File: config.mk
export PLATFORM = sky130hd
export DESIGN_NAME = slcan_text_to_can_frame_top
export DESIGN_NICKNAME = d
export VERILOG_FILES = /design/src/hw/rtl/sltc_pkg.sv /design/src/hw/rtl/slcan_text_to_can_frame_top.sv /design/src/hw/rtl/sltc_front.sv /design/src/hw/rtl/sltc_fifo.sv /design/src/hw/rtl/sltc_back.sv
export SDC_FILE = /design/constraint.sdc
export NUM_CORES = 1
export LEC_CHECK = 0
export BUFFER_PORTS_ARGS = -buffer_cell sky130_fd_sc_hd__buf_4
export CORE_AREA = 2 2 163 165
export CTS_CLUSTER_DIAMETER = 100
export DETAILED_ROUTE_END_ITERATION = 6
export DIE_AREA = 0 0 165 167
export SYNTH_ARGS = -nofsm -noshare
export SYNTH_HDL_FRONTEND = slang
export SYNTH_SLANG_ARGS = --single-unit
File: constraint.sdc
create_clock -name aclk -period 15.3 [get_ports aclk]
set_input_delay 0.765 -clock aclk [delete_from_list [all_inputs] [get_ports aclk]]
set_output_delay 0.765 -clock aclk [all_outputs]
set_load 0.05 [all_outputs]
File: src/hw/rtl/sltc_pkg.sv
// sltc_pkg: shared constants, types and character decode helpers for the
// text-line to CAN frame parser. No dependencies.
`timescale 1ns / 1ps

package sltc_pkg;

    localparam int LINE_CAPACITY_DEF = 32;

    // digit positions that can ever feed a frame (kind char at 0, last data digit at 25)
    localparam int DIGIT_SLOTS = 26;
    localparam int SLOT_W      = $clog2(DIGIT_SLOTS);

    localparam int QUEUE_DEPTH = 2;

    localparam logic [7:0] CH_CR  = 8'h0D;
    localparam logic [7:0] CH_STD = 8'h74;
    localparam logic [7:0] CH_EXT = 8'h54;

    localparam int ID_SLOT       = 1;
    localparam int STD_LEN_SLOT  = 4;
    localparam int STD_DATA_SLOT = 5;
    localparam int EXT_LEN_SLOT  = 9;
    localparam int EXT_DATA_SLOT = 10;

    localparam logic [3:0] MAX_LENGTH = 4'd8;
    localparam int         NUM_BYTES  = 8;

    typedef enum logic [1:0] {
        KIND_NONE,
        KIND_STD,
        KIND_EXT
    } line_kind_t;

    typedef struct packed {
        logic              is_cr;
        logic              wr_en;
        logic [SLOT_W-1:0] slot;
        logic [3:0]        digit;
        line_kind_t        kind;
    } char_entry_t;

    function automatic logic [3:0] hex_value(input logic [7:0] c);
        logic [7:0] d;
        d = 8'h00;
        if (c >= 8'h30 && c <= 8'h39) begin
            d = c - 8'h30;
        end else if (c >= 8'h41 && c <= 8'h46) begin
            d = c - 8'h37;
        end else if (c >= 8'h61 && c <= 8'h66) begin
            d = c - 8'h57;
        end
        return d[3:0];
    endfunction

    function automatic line_kind_t classify_kind(input logic [7:0] c);
        line_kind_t k;
        k = KIND_NONE;
        if (c == CH_STD) begin
            k = KIND_STD;
        end else if (c == CH_EXT) begin
            k = KIND_EXT;
        end
        return k;
    endfunction

endpackage

File: src/hw/rtl/slcan_text_to_can_frame_top.sv
// channel   dir  handshake          payload
// s_        in   s_valid/s_ready    s_rx_char[7:0]
// m_        out  m_valid/m_ready    is_extended, frame_id, data_length, data_byte_0..7
//
// one character is taken every cycle while s_ready is high; the digit store in the back end
// takes one write a cycle; a frame passes through the queue and then the result register
// before it shows on m_, and is held back only while an earlier frame still waits on m_ready
// aresetn is synchronous and active low; it clears line state and empties the queue
// s_ready drops only when the two-entry queue fills, i.e. while a finished frame waits on m_ready
//
// top level of the text-line to CAN frame parser; depends on sltc_pkg,
// sltc_front, sltc_fifo and sltc_back
`timescale 1ns / 1ps

module slcan_text_to_can_frame_top
    import sltc_pkg::*;
#(
    parameter int LINE_CAPACITY = LINE_CAPACITY_DEF
) (
    input  logic        aclk,
    input  logic        aresetn,
    input  logic        s_valid,
    output logic        s_ready,
    input  logic [7:0]  s_rx_char,
    output logic        m_valid,
    input  logic        m_ready,
    output logic        m_is_extended,
    output logic [28:0] m_frame_id,
    output logic [3:0]  m_data_length,
    output logic [7:0]  m_data_byte_0,
    output logic [7:0]  m_data_byte_1,
    output logic [7:0]  m_data_byte_2,
    output logic [7:0]  m_data_byte_3,
    output logic [7:0]  m_data_byte_4,
    output logic [7:0]  m_data_byte_5,
    output logic [7:0]  m_data_byte_6,
    output logic [7:0]  m_data_byte_7
);

    logic        q_full;
    logic        q_push;
    char_entry_t q_entry;
    logic        q_pop;
    logic        q_valid;
    char_entry_t q_head;

    sltc_front #(
        .LINE_CAPACITY (LINE_CAPACITY)
    ) u_front (
        .aclk      (aclk),
        .aresetn   (aresetn),
        .s_valid   (s_valid),
        .s_ready   (s_ready),
        .s_rx_char (s_rx_char),
        .q_full    (q_full),
        .q_push    (q_push),
        .q_entry   (q_entry)
    );

    sltc_fifo u_fifo (
        .aclk       (aclk),
        .aresetn    (aresetn),
        .push       (q_push),
        .entry_in   (q_entry),
        .full       (q_full),
        .pop        (q_pop),
        .head_valid (q_valid),
        .head       (q_head)
    );

    sltc_back u_back (
        .aclk          (aclk),
        .aresetn       (aresetn),
        .q_valid       (q_valid),
        .head          (q_head),
        .q_pop         (q_pop),
        .m_valid       (m_valid),
        .m_ready       (m_ready),
        .m_is_extended (m_is_extended),
        .m_frame_id    (m_frame_id),
        .m_data_length (m_data_length),
        .m_data_byte_0 (m_data_byte_0),
        .m_data_byte_1 (m_data_byte_1),
        .m_data_byte_2 (m_data_byte_2),
        .m_data_byte_3 (m_data_byte_3),
        .m_data_byte_4 (m_data_byte_4),
        .m_data_byte_5 (m_data_byte_5),
        .m_data_byte_6 (m_data_byte_6),
        .m_data_byte_7 (m_data_byte_7)
    );

endmodule

File: src/hw/rtl/sltc_front.sv
// sltc_front: accepts characters, tracks line position and line kind,
// and tags each character for the back end. Depends on sltc_pkg.
`timescale 1ns / 1ps

module sltc_front
    import sltc_pkg::*;
#(
    parameter int LINE_CAPACITY = LINE_CAPACITY_DEF
) (
    input  logic        aclk,
    input  logic        aresetn,
    input  logic        s_valid,
    output logic        s_ready,
    input  logic [7:0]  s_rx_char,
    input  logic        q_full,
    output logic        q_push,
    output char_entry_t q_entry
);

    localparam int               POS_W    = $clog2(LINE_CAPACITY);
    localparam logic [POS_W-1:0] LAST_POS = POS_W'(LINE_CAPACITY - 1);

    logic [POS_W-1:0] pos_reg, pos_next;
    line_kind_t       kind_reg, kind_next;
    logic             accept;
    logic             is_cr;
    logic             room;

    assign s_ready = !q_full;
    assign accept  = s_valid && s_ready;
    assign is_cr   = (s_rx_char == CH_CR);
    assign room    = (pos_reg < LAST_POS);

    always_comb begin
        pos_next  = pos_reg;
        kind_next = kind_reg;
        if (accept) begin
            if (is_cr) begin
                pos_next  = '0;
                kind_next = KIND_NONE;
            end else if (room) begin
                if (pos_reg == '0) begin
                    kind_next = classify_kind(s_rx_char);
                end
                pos_next = pos_reg + 1'b1;
            end
        end
    end

    always_comb begin
        q_push        = accept;
        q_entry.is_cr = is_cr;
        // slot 0 is the kind character, never a digit of the frame
        q_entry.wr_en = !is_cr && room && (pos_reg < POS_W'(DIGIT_SLOTS)) && (pos_reg != '0);
        q_entry.slot  = SLOT_W'(pos_reg);
        q_entry.digit = hex_value(s_rx_char);
        q_entry.kind  = kind_reg;
    end

    always_ff @(posedge aclk) begin
        if (!aresetn) begin
            pos_reg  <= '0;
            kind_reg <= KIND_NONE;
        end else begin
            pos_reg  <= pos_next;
            kind_reg <= kind_next;
        end
    end

    a_pos_bounded: assert property (@(posedge aclk) disable iff (!aresetn)
        pos_reg <= LAST_POS)
        else $error("line position past capacity");

    a_cr_restarts_line: assert property (@(posedge aclk) disable iff (!aresetn)
        accept && is_cr |=> pos_reg == '0 && kind_reg == KIND_NONE)
        else $error("line state not cleared after carriage return");

endmodule

File: src/hw/rtl/sltc_fifo.sv
// sltc_fifo: short queue of tagged characters between front and back end.
// Depends on sltc_pkg.
`timescale 1ns / 1ps

module sltc_fifo
    import sltc_pkg::*;
(
    input  logic        aclk,
    input  logic        aresetn,
    input  logic        push,
    input  char_entry_t entry_in,
    output logic        full,
    input  logic        pop,
    output logic        head_valid,
    output char_entry_t head
);

    localparam int PTR_W = (QUEUE_DEPTH > 1) ? $clog2(QUEUE_DEPTH) : 1;
    localparam int CNT_W = $clog2(QUEUE_DEPTH + 1);

    char_entry_t      mem_reg [QUEUE_DEPTH];
    logic [PTR_W-1:0] wr_ptr_reg, wr_ptr_next;
    logic [PTR_W-1:0] rd_ptr_reg, rd_ptr_next;
    logic [CNT_W-1:0] count_reg, count_next;
    logic             do_push, do_pop;

    assign full       = (count_reg == CNT_W'(QUEUE_DEPTH));
    assign head_valid = (count_reg != '0);
    assign head       = mem_reg[rd_ptr_reg];
    assign do_push    = push && !full;
    assign do_pop     = pop && head_valid;

    always_comb begin
        wr_ptr_next = wr_ptr_reg;
        rd_ptr_next = rd_ptr_reg;
        count_next  = count_reg;
        if (do_push) begin
            wr_ptr_next = (wr_ptr_reg == PTR_W'(QUEUE_DEPTH - 1)) ? '0 : wr_ptr_reg + 1'b1;
        end
        if (do_pop) begin
            rd_ptr_next = (rd_ptr_reg == PTR_W'(QUEUE_DEPTH - 1)) ? '0 : rd_ptr_reg + 1'b1;
        end
        if (do_push && !do_pop) begin
            count_next = count_reg + 1'b1;
        end else if (do_pop && !do_push) begin
            count_next = count_reg - 1'b1;
        end
    end

    always_ff @(posedge aclk) begin
        if (do_push) begin
            mem_reg[wr_ptr_reg] <= entry_in;
        end
    end

    always_ff @(posedge aclk) begin
        if (!aresetn) begin
            wr_ptr_reg <= '0;
            rd_ptr_reg <= '0;
            count_reg  <= '0;
        end else begin
            wr_ptr_reg <= wr_ptr_next;
            rd_ptr_reg <= rd_ptr_next;
            count_reg  <= count_next;
        end
    end

    a_count_bounded: assert property (@(posedge aclk) disable iff (!aresetn)
        count_reg <= CNT_W'(QUEUE_DEPTH))
        else $error("queue count out of range");

    a_no_push_when_full: assert property (@(posedge aclk) disable iff (!aresetn)
        !(push && full))
        else $error("push into full queue");

endmodule

File: src/hw/rtl/sltc_back.sv
// sltc_back: keeps the digits of the current line and builds the frame on the
// carriage return of a standard or extended line into the result register. Depends on sltc_pkg.
`timescale 1ns / 1ps

module sltc_back
    import sltc_pkg::*;
(
    input  logic        aclk,
    input  logic        aresetn,
    input  logic        q_valid,
    input  char_entry_t head,
    output logic        q_pop,
    output logic        m_valid,
    input  logic        m_ready,
    output logic        m_is_extended,
    output logic [28:0] m_frame_id,
    output logic [3:0]  m_data_length,
    output logic [7:0]  m_data_byte_0,
    output logic [7:0]  m_data_byte_1,
    output logic [7:0]  m_data_byte_2,
    output logic [7:0]  m_data_byte_3,
    output logic [7:0]  m_data_byte_4,
    output logic [7:0]  m_data_byte_5,
    output logic [7:0]  m_data_byte_6,
    output logic [7:0]  m_data_byte_7
);

    logic [3:0]  digit_reg [DIGIT_SLOTS];

    logic        m_valid_reg, m_valid_next;
    logic        ext_reg;
    logic [28:0] id_reg;
    logic [3:0]  len_reg;
    logic [7:0]  byte_reg [NUM_BYTES];

    logic        frame_line;
    logic        out_free;
    logic        emit;
    logic        ext_calc;
    logic [11:0] std_id;
    logic [31:0] ext_id;
    logic [28:0] id_calc;
    logic [3:0]  len_raw;
    logic [3:0]  len_calc;
    logic [7:0]  byte_calc [NUM_BYTES];

    assign frame_line = head.is_cr && (head.kind != KIND_NONE);
    assign out_free   = !m_valid_reg || m_ready;
    // only a frame-ending carriage return waits on the result register
    assign q_pop      = q_valid && (!frame_line || out_free);
    assign emit       = q_pop && frame_line;

    always_comb begin
        ext_calc = (head.kind == KIND_EXT);
        std_id   = {digit_reg[ID_SLOT], digit_reg[ID_SLOT + 1], digit_reg[ID_SLOT + 2]};
        ext_id   = {digit_reg[ID_SLOT],     digit_reg[ID_SLOT + 1],
                    digit_reg[ID_SLOT + 2], digit_reg[ID_SLOT + 3],
                    digit_reg[ID_SLOT + 4], digit_reg[ID_SLOT + 5],
                    digit_reg[ID_SLOT + 6], digit_reg[ID_SLOT + 7]};
        id_calc  = ext_calc ? ext_id[28:0] : {18'd0, std_id[10:0]};
        len_raw  = ext_calc ? digit_reg[EXT_LEN_SLOT] : digit_reg[STD_LEN_SLOT];
        len_calc = (len_raw > MAX_LENGTH) ? MAX_LENGTH : len_raw;
        for (int i = 0; i < NUM_BYTES; i++) begin
            if (4'(i) < len_calc) begin
                byte_calc[i] = ext_calc
                    ? {digit_reg[EXT_DATA_SLOT + 2*i], digit_reg[EXT_DATA_SLOT + 2*i + 1]}
                    : {digit_reg[STD_DATA_SLOT + 2*i], digit_reg[STD_DATA_SLOT + 2*i + 1]};
            end else begin
                byte_calc[i] = 8'h00;
            end
        end
    end

    always_comb begin
        m_valid_next = m_valid_reg;
        if (emit) begin
            m_valid_next = 1'b1;
        end else if (m_ready) begin
            m_valid_next = 1'b0;
        end
    end

    // digits not yet received in this line read as zero
    always_ff @(posedge aclk) begin
        if (!aresetn) begin
            for (int i = 0; i < DIGIT_SLOTS; i++) begin
                digit_reg[i] <= 4'h0;
            end
        end else if (q_pop) begin
            if (head.is_cr) begin
                for (int i = 0; i < DIGIT_SLOTS; i++) begin
                    digit_reg[i] <= 4'h0;
                end
            end else if (head.wr_en) begin
                digit_reg[head.slot] <= head.digit;
            end
        end
    end

    always_ff @(posedge aclk) begin
        if (!aresetn) begin
            m_valid_reg <= 1'b0;
        end else begin
            m_valid_reg <= m_valid_next;
        end
    end

    always_ff @(posedge aclk) begin
        if (emit) begin
            ext_reg <= ext_calc;
            id_reg  <= id_calc;
            len_reg <= len_calc;
            for (int i = 0; i < NUM_BYTES; i++) begin
                byte_reg[i] <= byte_calc[i];
            end
        end
    end

    assign m_valid       = m_valid_reg;
    assign m_is_extended = ext_reg;
    assign m_frame_id    = id_reg;
    assign m_data_length = len_reg;
    assign m_data_byte_0 = byte_reg[0];
    assign m_data_byte_1 = byte_reg[1];
    assign m_data_byte_2 = byte_reg[2];
    assign m_data_byte_3 = byte_reg[3];
    assign m_data_byte_4 = byte_reg[4];
    assign m_data_byte_5 = byte_reg[5];
    assign m_data_byte_6 = byte_reg[6];
    assign m_data_byte_7 = byte_reg[7];

    a_len_saturated: assert property (@(posedge aclk) disable iff (!aresetn)
        m_valid_reg |-> len_reg <= MAX_LENGTH)
        else $error("data length above eight");

    a_std_id_masked: assert property (@(posedge aclk) disable iff (!aresetn)
        m_valid_reg && !ext_reg |-> id_reg[28:11] == '0)
        else $error("standard identifier wider than 11 bits");

endmodule
==> reports/qor.yml <==
run_status:
  outcome: "finished, final reports clean"
layout:
  drive_gt1_frac: 0.208
  finalNonFillerCells: 1300
  layout.nets: 964
  areaGrowthSynthToFinish_pct: 19.8
  largest_reg_flops: 99
  utilization: 0.471
  antennaDiodeCount: 0
clocking:
  cts.hold.buffers_added: 0
  clk_latency_ns: 0.53
  cts_made_buffers: 26
  root_buffer: "clkbuf_16"
  clkTransAtPathRegs_ns: 0.06
  cts_resized: 0
  cts.sinks: 236
  cts_max_path_buffers: 3
  cts_post_setup_buffers_inserted: 0
  htreeDepth: 1
  cts_tree: "yes"
placed_design:
  dp_hpwl_um: 15300
  placement.io_buffers: 111
  place_congestion: 0.781
  placed_cells: 1252
logic_synthesis:
  yosysMostFrequentCell: "edfxtp_1"
  synth_area_per_cell_um2: 12.1
  ys_top_cells_by_area: "edfxtp_1, nand2_1, nor2_1, a21oi_1, dfxtp_1"
  synthesis.area_um2: 10100
  yosys_register_bits: 236
  yosys_warnings: 0
  netlist.top_cell.by_area: "edfxtp_1"
  synth_edf_count: 223
  syn_inst: 840
  synthFlopType: "edfxtp_1"
  synthTopCellsByCount: "edfxtp_1, nand2_1, nor2_1"
  synth_top_area_share: 0.662
  syn-num-nets: 859
  ys_types: 62
  async_flop_share: 0
  yosysSeqAreaShare: 0.687
setup_path:
  critPathMaxFanout: 57
  critPathKind: "register to register"
  startpoint_type: "register"
  worstPathArrival_ns: 3.96
  reg2regPathDepth: 8
  cp.required_ns: 15.67
  crit_path_end_kind: "register"
power:
  p_int_w: 0.00140
  swShare: 0.372
  ir_worst_vdd_mv: 0.0918
  pwr-share-comb: 0.308
  powerDensity_nw_per_um2: 184
  p_leak_nw: 4.46
  p_sw_w: 0.000831
  power_w: 0.00223
  p_clk_frac: 0.270
  p_seq_frac: 0.421
drt:
  vias_per_cell: 5.13
  final_antenna_net_count: 0
  dr.pass1.iters: 5
  drc_errors: 0
  wl_um: 23200
  post_drt_wl_per_cell_um: 17.9
  vias: 6663
  drt_iter0_markers: 539
floorplanning:
  num_io_pins: 112
  start_util: 0.393
  die_w_um: 165
  coreArea_um2: 25800
  die_y_um: 167
  die_area_um2: 27600
  rows: 59
timing:
  period_needed_ns: 3.59
  slew_headroom: 0.215
  fin_setup_tns_ns: 0
  finalHoldViolCount: 0
  rsz0062_at_grt: "false"
  min_period_over_period: 0.235
  fmax_mhz: 278
  slew_violations: 0
  worst_pin_slew_ns: 1.15
  setup_violations: 0
  finClkSkew_ns: 0.0153
min_path:
  hp-class: "register to register"
  whs_path_depth: 0
global_route:
  antenna_found_initial: 0
  grtUsageTotal: 0.165
  grt_pass1_wl_um: 35200
  grt_max_degree: 60
  grt_overflow: 0
  first_global_vias: 6453
job:
  maxCapViolCount: 0
[through the flow]
stage          worst slack, ns  cell area (um^2)  hold slack, ns
5_1_grt                  11.41             12100           0.477
4_1_cts                  11.71             12100           0.453
2_1_floorplan             3.44             10100           0.425
3_5_place_dp             11.71             11300           0.441
3_3_place_gp             11.81             11300           0.436
6_report                 11.71             12100           0.454
[worst paths after layout]
| path | slack, ns | start | endpoint |
|---|---|---|---|
| setup reg to reg | 11.71 | register | u_back.m_data_length[1]$_DFFE_PP_ |
| setup / recovery | 11.71 | register | u_back.m_data_length[1]$_DFFE_PP_ |
| hold reg to reg | 0.45 | u_front.kind_reg[0]$_SDFFE_PN0P_ | u_fifo.mem_reg[1][0]$_DFFE_PP_ |
| hold / removal | 0.45 | u_front.kind_reg[0]$_SDFFE_PN0P_ | u_fifo.mem_reg[1][0]$_DFFE_PP_ |
[power groups by stage]
| stage | clock network [W] | logic (W) | registers (W) |
|---|---|---|---|
| after floorplan | 0 | 0.000327 | 0.00112 |
| after global placement | 0 | 0.000684 | 0.000954 |
| after detailed placement | 0 | 0.000690 | 0.000955 |
| after CTS | 0.000615 | 0.000691 | 0.000942 |
| after global routing | 0.000640 | 0.000736 | 0.000952 |
| final | 0.000604 | 0.000688 | 0.000941 |
[final cells by class]
cell class,instances,area [um^2]
Tap cell,335,419
Timing Repair Buffer,117,878
Clock inverter,18,141
Fill cell,2342,13600
Multi-Input combinational cell,550,2990
Clock buffer,30,687
Sequential cell,236,6960
Inverter,14,52.6
[cells in the final DEF, fill, tap and decap left out, types with 5 or more instances in the layout]
cell type and instances:
inv_1 11, and2_1 19, clkbuf_16 27, nand2_1 209, nand3_2 7, nor3_1 6
ha_1 7, edfxtp_1 223, mux2i_1 5, buf_4 117, clkinv_1 9, nand2b_1 8
nand4_2 10, mux2_2 7, dfxtp_1 13, nand4_1 10, clkinv_2 6, a21oi_1 75
nor2_1 115, o21ai_0 8
[logic make-up after synthesis]
kind of cell | Yosys count | synth area share
AO/OA/AOI/OAI | 115 | 0.0763
AND/OR/NAND/NOR | 406 | 0.182
flip-flops | 236 | 0.687
buffers and inverters | 54 | 0.0227
multiplexers | 18 | 0.0195
adder cells (fa/ha/maj) | 7 | 0.00865
XOR/XNOR | 4 | 0.00346
[metal layers]
metal | vias up | part of all wire | GRT usage
met2 | 197 | 0.50 | 0.288
met3 | 31 | 0.059 | 0.0237
li1 | 3192 | - | -
met4 | 0 | 0.015 | 0.0321
met1 | 3243 | 0.43 | 0.219
met5 | - | 0 | 0
[worst max-delay path, stage by stage, from the launching register on]
cell	delay (ns)
dfxtp_1	0.30
buf_4	0.37
nor2b_1	0.29
a22oi_4	0.26
inv_2	0.64
buf_4	0.59
mux2i_2	0.57
inv_1	0.19
a21oi_1	0.17
Note: power is estimated with default switching activity, not from simulation.
